==> src/rtl/core/mbdh_pkg.sv <==
// ----------------------------------------------------------------------------
// mbdh_pkg
// shared types and constants of the multi-button debouncer with hold detection
// ----------------------------------------------------------------------------
package mbdh_pkg;

    localparam int NUM_BUTTONS_DEF = 8;

    localparam int MASK_W   = 8;
    localparam int TRIG_W   = 8;
    localparam int HOLD_W   = 16;
    localparam int INTEG_W  = 9;
    localparam int CFG_IW   = 3;
    localparam int CFG_DW   = 16;

    localparam logic [TRIG_W-1:0] TRIGGER_RST = 8'd4;
    localparam logic [HOLD_W-1:0] HOLD_RST    = 16'd500;

    typedef enum logic [CFG_IW-1:0] {
        CFG_TRIGGER_COUNT      = 3'd0,
        CFG_HOLD_COUNT         = 3'd1,
        CFG_INVERT_MASK        = 3'd2,
        CFG_ENABLE_MASK        = 3'd3,
        CFG_RELEASE_AFTER_HOLD = 3'd4
    } t_cfg_idx;

    // per-button word kept in the state memory
    typedef struct packed {
        logic [INTEG_W-1:0] integ;
        logic [HOLD_W-1:0]  timer;
    } t_mem_word;

    typedef struct packed {
        logic               lvl;
        logic               st;
        logic               was_hold;
        logic [INTEG_W-1:0] integ;
        logic [HOLD_W-1:0]  timer;
    } t_btn_in;

    typedef struct packed {
        logic               st;
        logic               hold;
        logic [INTEG_W-1:0] integ;
        logic [HOLD_W-1:0]  timer;
        logic               pressed;
        logic               released;
        logic               held;
        logic               hold_ev;
    } t_btn_out;

endpackage

==> src/rtl/core/multi_button_debounce_hold.sv <==
// ----------------------------------------------------------------------------
// multi_button_debounce_hold
// integrating debouncer with hold detection for a bank of buttons
// ----------------------------------------------------------------------------
// Each input beat is one scan tick of raw pin levels. The buttons are worked
// one per clock cycle, unless the pipeline halts, through a single
// read-modify-write pass over the per-button state memory (integrator and
// hold timer). A new tick is taken as the last button of the previous tick
// is issued. Each button passes the issue stage (memory read) and the update
// stage (write back and mask accumulation); the last button's masks go into
// the output register. The output register lets the next tick be taken and
// worked while a result still waits; the pipeline only halts when a second
// result is complete and the first has not left. Configuration writes are
// taken at any time and must only come while the block is idle.
// ----------------------------------------------------------------------------
module multi_button_debounce_hold
    import mbdh_pkg::*;
#(
    parameter int NUM_BUTTONS = NUM_BUTTONS_DEF
)
(
    input  logic                i_clk,
    input  logic                i_rst_n,

    input  logic                i_in_valid,
    output logic                o_in_stall,
    input  logic [MASK_W-1:0]   i_raw_levels,

    output logic                o_out_valid,
    input  logic                i_out_stall,
    output logic [MASK_W-1:0]   o_level_mask,
    output logic [MASK_W-1:0]   o_pressed_mask,
    output logic [MASK_W-1:0]   o_released_mask,
    output logic [MASK_W-1:0]   o_held_mask,
    output logic                o_hold_event,

    input  logic                i_cfg_we,
    input  logic [CFG_IW-1:0]   i_cfg_idx,
    input  logic [CFG_DW-1:0]   i_cfg_data
);

    localparam int IW = (NUM_BUTTONS > 1) ? $clog2(NUM_BUTTONS) : 1;
    localparam int XW = (IW > 3) ? IW : 3;
    localparam logic [IW-1:0] LAST_IDX = IW'(NUM_BUTTONS - 1);

    // configuration
    logic [TRIG_W-1:0]  r_trigger_count;
    logic [HOLD_W-1:0]  r_hold_count;
    logic [MASK_W-1:0]  r_invert_mask;
    logic [MASK_W-1:0]  r_enable_mask;
    logic               r_release_after_hold;

    // issue stage
    logic               r_s1_busy;
    logic [IW-1:0]      r_s1_idx;
    logic [MASK_W-1:0]  r_s1_raw;
    logic               s1_last;

    // update stage
    logic               r2_valid;
    logic [IW-1:0]      r2_idx;
    logic [MASK_W-1:0]  r2_raw;
    logic               r2_last;

    // state memory and its read side
    t_mem_word          r_mem [NUM_BUTTONS];
    logic [NUM_BUTTONS-1:0] r_vld;
    t_mem_word          r_rd_data;
    logic               r_rd_vld;
    logic               r_fwd;
    t_mem_word          r_fwd_data;

    logic [NUM_BUTTONS-1:0] r_state;
    logic [NUM_BUTTONS-1:0] r_hold;

    // accumulated masks and output register
    logic [MASK_W-1:0]  r_acc_level;
    logic [MASK_W-1:0]  r_acc_pressed;
    logic [MASK_W-1:0]  r_acc_released;
    logic [MASK_W-1:0]  r_acc_held;
    logic               r_acc_ev;

    logic               r_out_valid;
    logic [MASK_W-1:0]  r_out_level;
    logic [MASK_W-1:0]  r_out_pressed;
    logic [MASK_W-1:0]  r_out_released;
    logic [MASK_W-1:0]  r_out_held;
    logic               r_out_ev;

    logic               adv;
    logic               in_take;
    logic               out_take;
    logic               rd_en;
    logic               wr_en;

    logic [XW-1:0]      idx_x;
    logic [2:0]         bit_pos;
    logic               in_rng;
    logic               btn_en;
    t_mem_word          cur_word;
    t_mem_word          wr_word;
    t_btn_in            btn_in;
    t_btn_out           btn_out;

    logic [MASK_W-1:0]  n_acc_level;
    logic [MASK_W-1:0]  n_acc_pressed;
    logic [MASK_W-1:0]  n_acc_released;
    logic [MASK_W-1:0]  n_acc_held;
    logic               n_acc_ev;
    logic [MASK_W-1:0]  bit_sel;

    // ------------------------------------------------------------------
    // configuration port
    // ------------------------------------------------------------------
    always_ff @(posedge i_clk) begin
        if (!i_rst_n) begin
            r_trigger_count      <= TRIGGER_RST;
            r_hold_count         <= HOLD_RST;
            r_invert_mask        <= '0;
            r_enable_mask        <= '0;
            r_release_after_hold <= 1'b0;
        end else if (i_cfg_we) begin
            case (t_cfg_idx'(i_cfg_idx))
                CFG_TRIGGER_COUNT:      r_trigger_count      <= i_cfg_data[TRIG_W-1:0];
                CFG_HOLD_COUNT:         r_hold_count         <= i_cfg_data[HOLD_W-1:0];
                CFG_INVERT_MASK:        r_invert_mask        <= i_cfg_data[MASK_W-1:0];
                CFG_ENABLE_MASK:        r_enable_mask        <= i_cfg_data[MASK_W-1:0];
                CFG_RELEASE_AFTER_HOLD: r_release_after_hold <= i_cfg_data[0];
                default: ;
            endcase
        end
    end

    // ------------------------------------------------------------------
    // handshake and flow control
    // ------------------------------------------------------------------
    // halt only when a finished tick cannot move into a still-full output
    assign adv      = !(r2_valid && r2_last && r_out_valid && i_out_stall);
    assign s1_last  = (r_s1_idx == LAST_IDX);
    assign o_in_stall = !(adv && (!r_s1_busy || s1_last));
    assign in_take  = i_in_valid && !o_in_stall;
    assign out_take = r_out_valid && !i_out_stall;
    assign rd_en    = r_s1_busy && adv;

    always_ff @(posedge i_clk) begin
        if (!i_rst_n) begin
            r_s1_busy <= 1'b0;
            r_s1_idx  <= '0;
        end else if (in_take) begin
            r_s1_busy <= 1'b1;
            r_s1_idx  <= '0;
        end else if (rd_en) begin
            if (s1_last) begin
                r_s1_busy <= 1'b0;
            end else begin
                r_s1_idx <= r_s1_idx + IW'(1);
            end
        end
    end

    always_ff @(posedge i_clk) begin
        if (in_take) begin
            r_s1_raw <= i_raw_levels;
        end
    end

    always_ff @(posedge i_clk) begin
        if (!i_rst_n) begin
            r2_valid <= 1'b0;
        end else if (adv) begin
            r2_valid <= r_s1_busy;
        end
    end

    always_ff @(posedge i_clk) begin
        if (rd_en) begin
            r2_idx  <= r_s1_idx;
            r2_raw  <= r_s1_raw;
            r2_last <= s1_last;
        end
    end

    // ------------------------------------------------------------------
    // per-button state memory, read in the issue stage ahead of the update
    // ------------------------------------------------------------------
    always_ff @(posedge i_clk) begin
        if (rd_en) begin
            r_rd_data <= r_mem[r_s1_idx];
        end
        if (wr_en) begin
            r_mem[r2_idx] <= wr_word;
        end
    end

    always_ff @(posedge i_clk) begin
        if (!i_rst_n) begin
            r_vld    <= '0;
            r_rd_vld <= 1'b0;
            r_fwd    <= 1'b0;
        end else begin
            if (rd_en) begin
                r_rd_vld <= r_vld[r_s1_idx];
                // same entry written this cycle: the read returns stale data
                r_fwd    <= wr_en && (r2_idx == r_s1_idx);
            end
            if (wr_en) begin
                r_vld[r2_idx] <= 1'b1;
            end
        end
    end

    always_ff @(posedge i_clk) begin
        if (rd_en) begin
            r_fwd_data <= wr_word;
        end
    end

    // ------------------------------------------------------------------
    // update stage
    // ------------------------------------------------------------------
    assign idx_x   = XW'(r2_idx);
    assign bit_pos = idx_x[2:0];
    assign in_rng  = ((idx_x >> 3) == '0);
    assign btn_en  = in_rng && r_enable_mask[bit_pos];
    assign bit_sel = in_rng ? (MASK_W'(1) << bit_pos) : '0;

    always_comb begin
        if (r_fwd) begin
            cur_word = r_fwd_data;
        end else if (r_rd_vld) begin
            cur_word = r_rd_data;
        end else begin
            cur_word = '0;
        end
    end

    always_comb begin
        btn_in.lvl      = r2_raw[bit_pos] ^ r_invert_mask[bit_pos];
        btn_in.st       = r_state[r2_idx];
        btn_in.was_hold = r_hold[r2_idx];
        btn_in.integ    = cur_word.integ;
        btn_in.timer    = cur_word.timer;
    end

    mbdh_btn_upd u_btn_upd (
        .i_btn                (btn_in),
        .i_trigger_count      (r_trigger_count),
        .i_hold_count         (r_hold_count),
        .i_release_after_hold (r_release_after_hold),
        .o_btn                (btn_out)
    );

    // disabled buttons keep their stored state untouched
    assign wr_en         = r2_valid && adv && btn_en;
    assign wr_word.integ = btn_out.integ;
    assign wr_word.timer = btn_out.timer;

    always_ff @(posedge i_clk) begin
        if (!i_rst_n) begin
            r_state <= '0;
            r_hold  <= '0;
        end else if (wr_en) begin
            r_state[r2_idx] <= btn_out.st;
            r_hold[r2_idx]  <= btn_out.hold;
        end
    end

    always_comb begin
        if (r2_idx == '0) begin
            n_acc_level    = '0;
            n_acc_pressed  = '0;
            n_acc_released = '0;
            n_acc_held     = '0;
            n_acc_ev       = 1'b0;
        end else begin
            n_acc_level    = r_acc_level;
            n_acc_pressed  = r_acc_pressed;
            n_acc_released = r_acc_released;
            n_acc_held     = r_acc_held;
            n_acc_ev       = r_acc_ev;
        end
        if (btn_en) begin
            n_acc_level    = n_acc_level    | (btn_in.lvl       ? bit_sel : '0);
            n_acc_pressed  = n_acc_pressed  | (btn_out.pressed  ? bit_sel : '0);
            n_acc_released = n_acc_released | (btn_out.released ? bit_sel : '0);
            n_acc_held     = n_acc_held     | (btn_out.held     ? bit_sel : '0);
            n_acc_ev       = n_acc_ev | btn_out.hold_ev;
        end
    end

    always_ff @(posedge i_clk) begin
        if (r2_valid && adv) begin
            r_acc_level    <= n_acc_level;
            r_acc_pressed  <= n_acc_pressed;
            r_acc_released <= n_acc_released;
            r_acc_held     <= n_acc_held;
            r_acc_ev       <= n_acc_ev;
        end
    end

    // ------------------------------------------------------------------
    // output register
    // ------------------------------------------------------------------
    always_ff @(posedge i_clk) begin
        if (!i_rst_n) begin
            r_out_valid <= 1'b0;
        end else if (r2_valid && r2_last && adv) begin
            r_out_valid <= 1'b1;
        end else if (out_take) begin
            r_out_valid <= 1'b0;
        end
    end

    always_ff @(posedge i_clk) begin
        if (r2_valid && r2_last && adv) begin
            r_out_level    <= n_acc_level;
            r_out_pressed  <= n_acc_pressed;
            r_out_released <= n_acc_released;
            r_out_held     <= n_acc_held;
            r_out_ev       <= n_acc_ev;
        end
    end

    assign o_out_valid     = r_out_valid;
    assign o_level_mask    = r_out_level;
    assign o_pressed_mask  = r_out_pressed;
    assign o_released_mask = r_out_released;
    assign o_held_mask     = r_out_held;
    assign o_hold_event    = r_out_ev;

endmodule

==> src/rtl/core/mbdh_btn_upd.sv <==
// ----------------------------------------------------------------------------
// mbdh_btn_upd
// one button's debounce integrator, state flip and hold timer update
// ----------------------------------------------------------------------------
module mbdh_btn_upd
    import mbdh_pkg::*;
(
    input  t_btn_in             i_btn,
    input  logic [TRIG_W-1:0]   i_trigger_count,
    input  logic [HOLD_W-1:0]   i_hold_count,
    input  logic                i_release_after_hold,
    output t_btn_out            o_btn
);

    logic [INTEG_W-1:0] thr;
    logic               diff;
    logic               flip;
    logic [INTEG_W-1:0] integ;
    logic [HOLD_W-1:0]  timer;
    logic               st;
    logic               hold;
    logic               pressed;
    logic               released;
    logic               hold_ev;

    assign thr  = {i_trigger_count, 1'b0};
    assign diff = i_btn.lvl ^ i_btn.st;

    always_comb begin
        integ    = i_btn.integ;
        timer    = i_btn.timer;
        st       = i_btn.st;
        hold     = i_btn.was_hold;
        pressed  = 1'b0;
        released = 1'b0;
        hold_ev  = 1'b0;

        if (diff) begin
            if (integ < thr) begin
                integ = integ + INTEG_W'(2);
            end
        end else if (integ != '0) begin
            integ = integ - INTEG_W'(1);
        end

        flip = diff && (integ >= thr);

        if (flip) begin
            if (i_btn.lvl) begin
                st      = 1'b1;
                integ   = '0;
                timer   = '0;
                pressed = 1'b1;
            end else begin
                st       = 1'b0;
                hold     = 1'b0;
                released = !i_btn.was_hold || i_release_after_hold;
            end
        end

        if (st) begin
            timer = timer + HOLD_W'(1);
            if (timer >= i_hold_count) begin
                hold    = 1'b1;
                timer   = '0;
                hold_ev = 1'b1;
            end
        end
    end

    always_comb begin
        o_btn.st       = st;
        o_btn.hold     = hold;
        o_btn.integ    = integ;
        o_btn.timer    = timer;
        o_btn.pressed  = pressed;
        o_btn.released = released;
        o_btn.held     = st && hold;
        o_btn.hold_ev  = hold_ev;
    end

endmodule

==> config.mk <==
export PLATFORM = sky130hd
export DESIGN_NAME = multi_button_debounce_hold
export DESIGN_NICKNAME = d
export VERILOG_FILES = /design/src/rtl/core/mbdh_pkg.sv /design/src/rtl/core/multi_button_debounce_hold.sv /design/src/rtl/core/mbdh_btn_upd.sv
export SDC_FILE = /design/constraint.sdc
export NUM_CORES = 1
export LEC_CHECK = 0
export BUFFER_PORTS_ARGS = -buffer_cell sky130_fd_sc_hd__clkbuf_2
export CAP_MARGIN = 20
export CORE_AREA = 2 2 244 246
export DETAILED_ROUTE_END_ITERATION = 16
export DIE_AREA = 0 0 246 248
export SYNTH_ARGS = -nofsm -noshare
export SYNTH_HDL_FRONTEND = slang
export SYNTH_SLANG_ARGS = --single-unit
==> constraint.sdc <==
create_clock -name i_clk -period 15.23 [get_ports i_clk]
set_input_delay 0.7615 -clock i_clk [delete_from_list [all_inputs] [get_ports i_clk]]
set_output_delay 0.7615 -clock i_clk [all_outputs]
set_load 0.02 [all_outputs]
==> impl_metrics.toml <==
[setup_path]
slowest_stage = "nor2_1"
cp_max_fo = 43
r2r_start = "r_fwd"
worstPathArrival_ps = 10870
cpMostUsedCell = "ha_1"
end_kind = "flop"
regToRegSetupSlack_ps = 4600
r2r_end = "r_mem[2][15]"
startpoint_type = "flop"
worstSetupPathType = "flop to flop"
reg2regPathDepth = 33
worstPathRequired_ps = 15480
cp_slowest_stage_delay_ps = 710

[place]
gp_congestion = 0.877
placed_cell_area_um2 = 18700
dpl.hpwl_mm = 25.5
io_buffers = 66

[yosys]
async_reset_ff_share_pct = 0
synth-edff-count = 336
yosysTopAreaCellShare_pct = 58.0
synth_largest_area_cell = "edfxtp_1"
yosysSeqAreaShare_pct = 66.5
syn_avg_cell_area_um2 = 14.2
synthCells = 1225
yosys-top-cells-area = "edfxtp_1 58%, dfxtp_1 8.4%, mux4_2 7.6%"
synth-main-ff-cell = "edfxtp_1"
syn-cell-area_um2 = 17400
syn_nets = 1295
synth_warnings = 0
synth.distinct_cells = 65
ys_ff_latch = 409

[detailed_routing]
routed_wl_mm = 40.8
via_per_inst = 5.00
route.vias.total = 10519
route.detailed.drc = 0
first_pass_iters = 6
wl_per_cell_um = 19.4
detail-route-antenna-nets = 0
drt_first_iter_violations = 731

[grt]
grt_pass1_vias = 10418
grt_pass1_wl_mm = 62.5
antenna_found_initial = 0
top_usage_layer = "met2"
grt_max_degree = 57
grt.total_usage_pct = 13.4
grt.met2_usage_pct = 22.6
grtUsageMet1_pct = 17.9
met3_usage_pct = 1.97
grt_remaining_overflow = 0

[floorplan]
die_w_um = 246
dieArea_um2 = 61000
num_rows = 89
dieHeight_um = 248
core_area_um2 = 58500
io_pins = 67
initial_utilization_pct = 29.7

[timing]
finalCritPeriodShare_pct = 69.8
min_period_ps = 10630
setup_violations = 0
rsz0062_at_grt = "no"
max-slew-margin-rel_pct = 32.9
hold_violations = 0
drv_slew = 0
finalSetupTns_ps = 0
fin_skew_ps = 38.0
hold_slack_ps = 383
max_freq_ghz = 0.0941
worst_slew_pin_slew_ps = 1010

[clock_network]
clk_latency_ps = 560
cts_tree = "done"
cts_buffer_depth = 3
clk_pin_slew_ps = 60
ctsResizeCount = 0
cts-hold-fix-buffers = 0
h-tree-depth = 2
cts_setup_buffers = 0
cts_buffers = 41
clkSinkCount = 409
root_buffer = "clkbuf_16"

[min_path]
hp-start = "r_s1_raw[4]"
hold-path-endpoint = "r2_raw[4]"
holdPathStages = 0
hp-class = "flop to flop"

[cells_and_area]
area_delta_synth_final_pct = 14.9
final_area_um2 = 20000
fin_nets = 1369
final_common_cell = "edfxtp_1"
drive_above_1_share_pct = 20.0
n_antenna_cell = 0
layout_common_cells = "336 x edfxtp_1, 126 x nand2_1, 80 x a21oi_1"

[power]
power.leakage_nw = 6.75
worst_ir_drop_vdd_mv = 0.0762
powerDensity_nw_per_um2 = 124

[status]
status = "finished, final reports clean"

[run]
drv_cap = 0
==> cell type report <==
| type | count | area, um^2 |
|---|---|---|
| clock buffers | 64 | 1210 |
| flip-flops and latches | 409 | 11600 |
| repair buffers | 90 | 523 |
| inverters | 47 | 176 |
| multi-input cells | 710 | 5480 |
| well taps | 773 | 967 |
| fillers | 5615 | 38500 |
| clock inverters | 10 | 63.8 |
==> cells in the mapped netlist, types with 30 or more instances <==
cell type	number
inv_1	46
mux2_2	30
nor2_1	77
nand2_1	126
edfxtp_1	336
dfxtp_1	73
clkbuf_1	42
a21oi_1	81
ha_1	38
mux4_2	59
o21ai_0	40
==> how the worst max path moves through the flow <==
stage          slack, ps  cells past startpoint      from             end
2_1_floorplan       6550                     38  r_rd_vld  r_fwd_data[10]
3_3_place_gp        5000                     32     r_fwd     r_mem[6][6]
3_5_place_dp        4750                     33     r_fwd    r_mem[2][15]
4_1_cts             4690                     33     r_fwd    r_mem[2][15]
5_1_grt             3620                     33     r_fwd    r_mem[2][15]
6_report            4600                     33     r_fwd    r_mem[2][15]
==> power breakdown <==
part	leakage, nW	total (mW)	switching (mW)	internal [mW]
clock network	0.627	0.962	0.414	0.548
registers	3.72	1.27	0.0143	1.26
logic	2.40	0.235	0.161	0.0735
==> logic make-up (layout without fill, tap and decap cells) <==
logic type / count (synthesis) / in the layout / synth area share, %
AO/OA/AOI/OAI: 229 / 229 / 8.19
XOR/XNOR: 19 / 19 / 0.957
adder cells (fa/ha/maj): 38 / 38 / 2.74
buffers and inverters: 106 / 211 / 2.39
flip-flops: 409 / 409 / 66.5
multiplexers: 110 / 110 / 10.8
AND/OR/NAND/NOR: 314 / 314 / 8.47
==> state kept, by name, indices dropped and copies added (netlist names), 16 cells and up <==
name,flops
r_hold_count,16
r_fwd_data,25
r_mem,200
r_rd_data,25
==> metal layers <==
metal  up-vias  share of wire, %
met5         -                 0
met4         0               2.0
met3        53               5.0
met2       301                49
met1      5339                44
li1       4826                 -
==> stage by stage <==
stage               total power, mW  instances  setup WS, ps  util (%)
CTS                            2.49       2101          4690      34.1
floorplan                      1.45       1225          6550         -
detailed placement             1.53       2027          4750      31.9
global route                   2.56       2103          3620      34.2
global placement               1.52       2026          5000      31.9
finish                         2.47       2103          4600      34.2
==> worst max-delay path: cells and delay by family (launching register included) <==
kind	cells	cell delay (ps)
compound gates	13	3790
xor+xnor	2	400
fa+ha+maj	4	1050
buf+inv	3	740
flops	1	310
simple gates	11	4020
No activity file was read; power rests on OpenSTA's default activity.
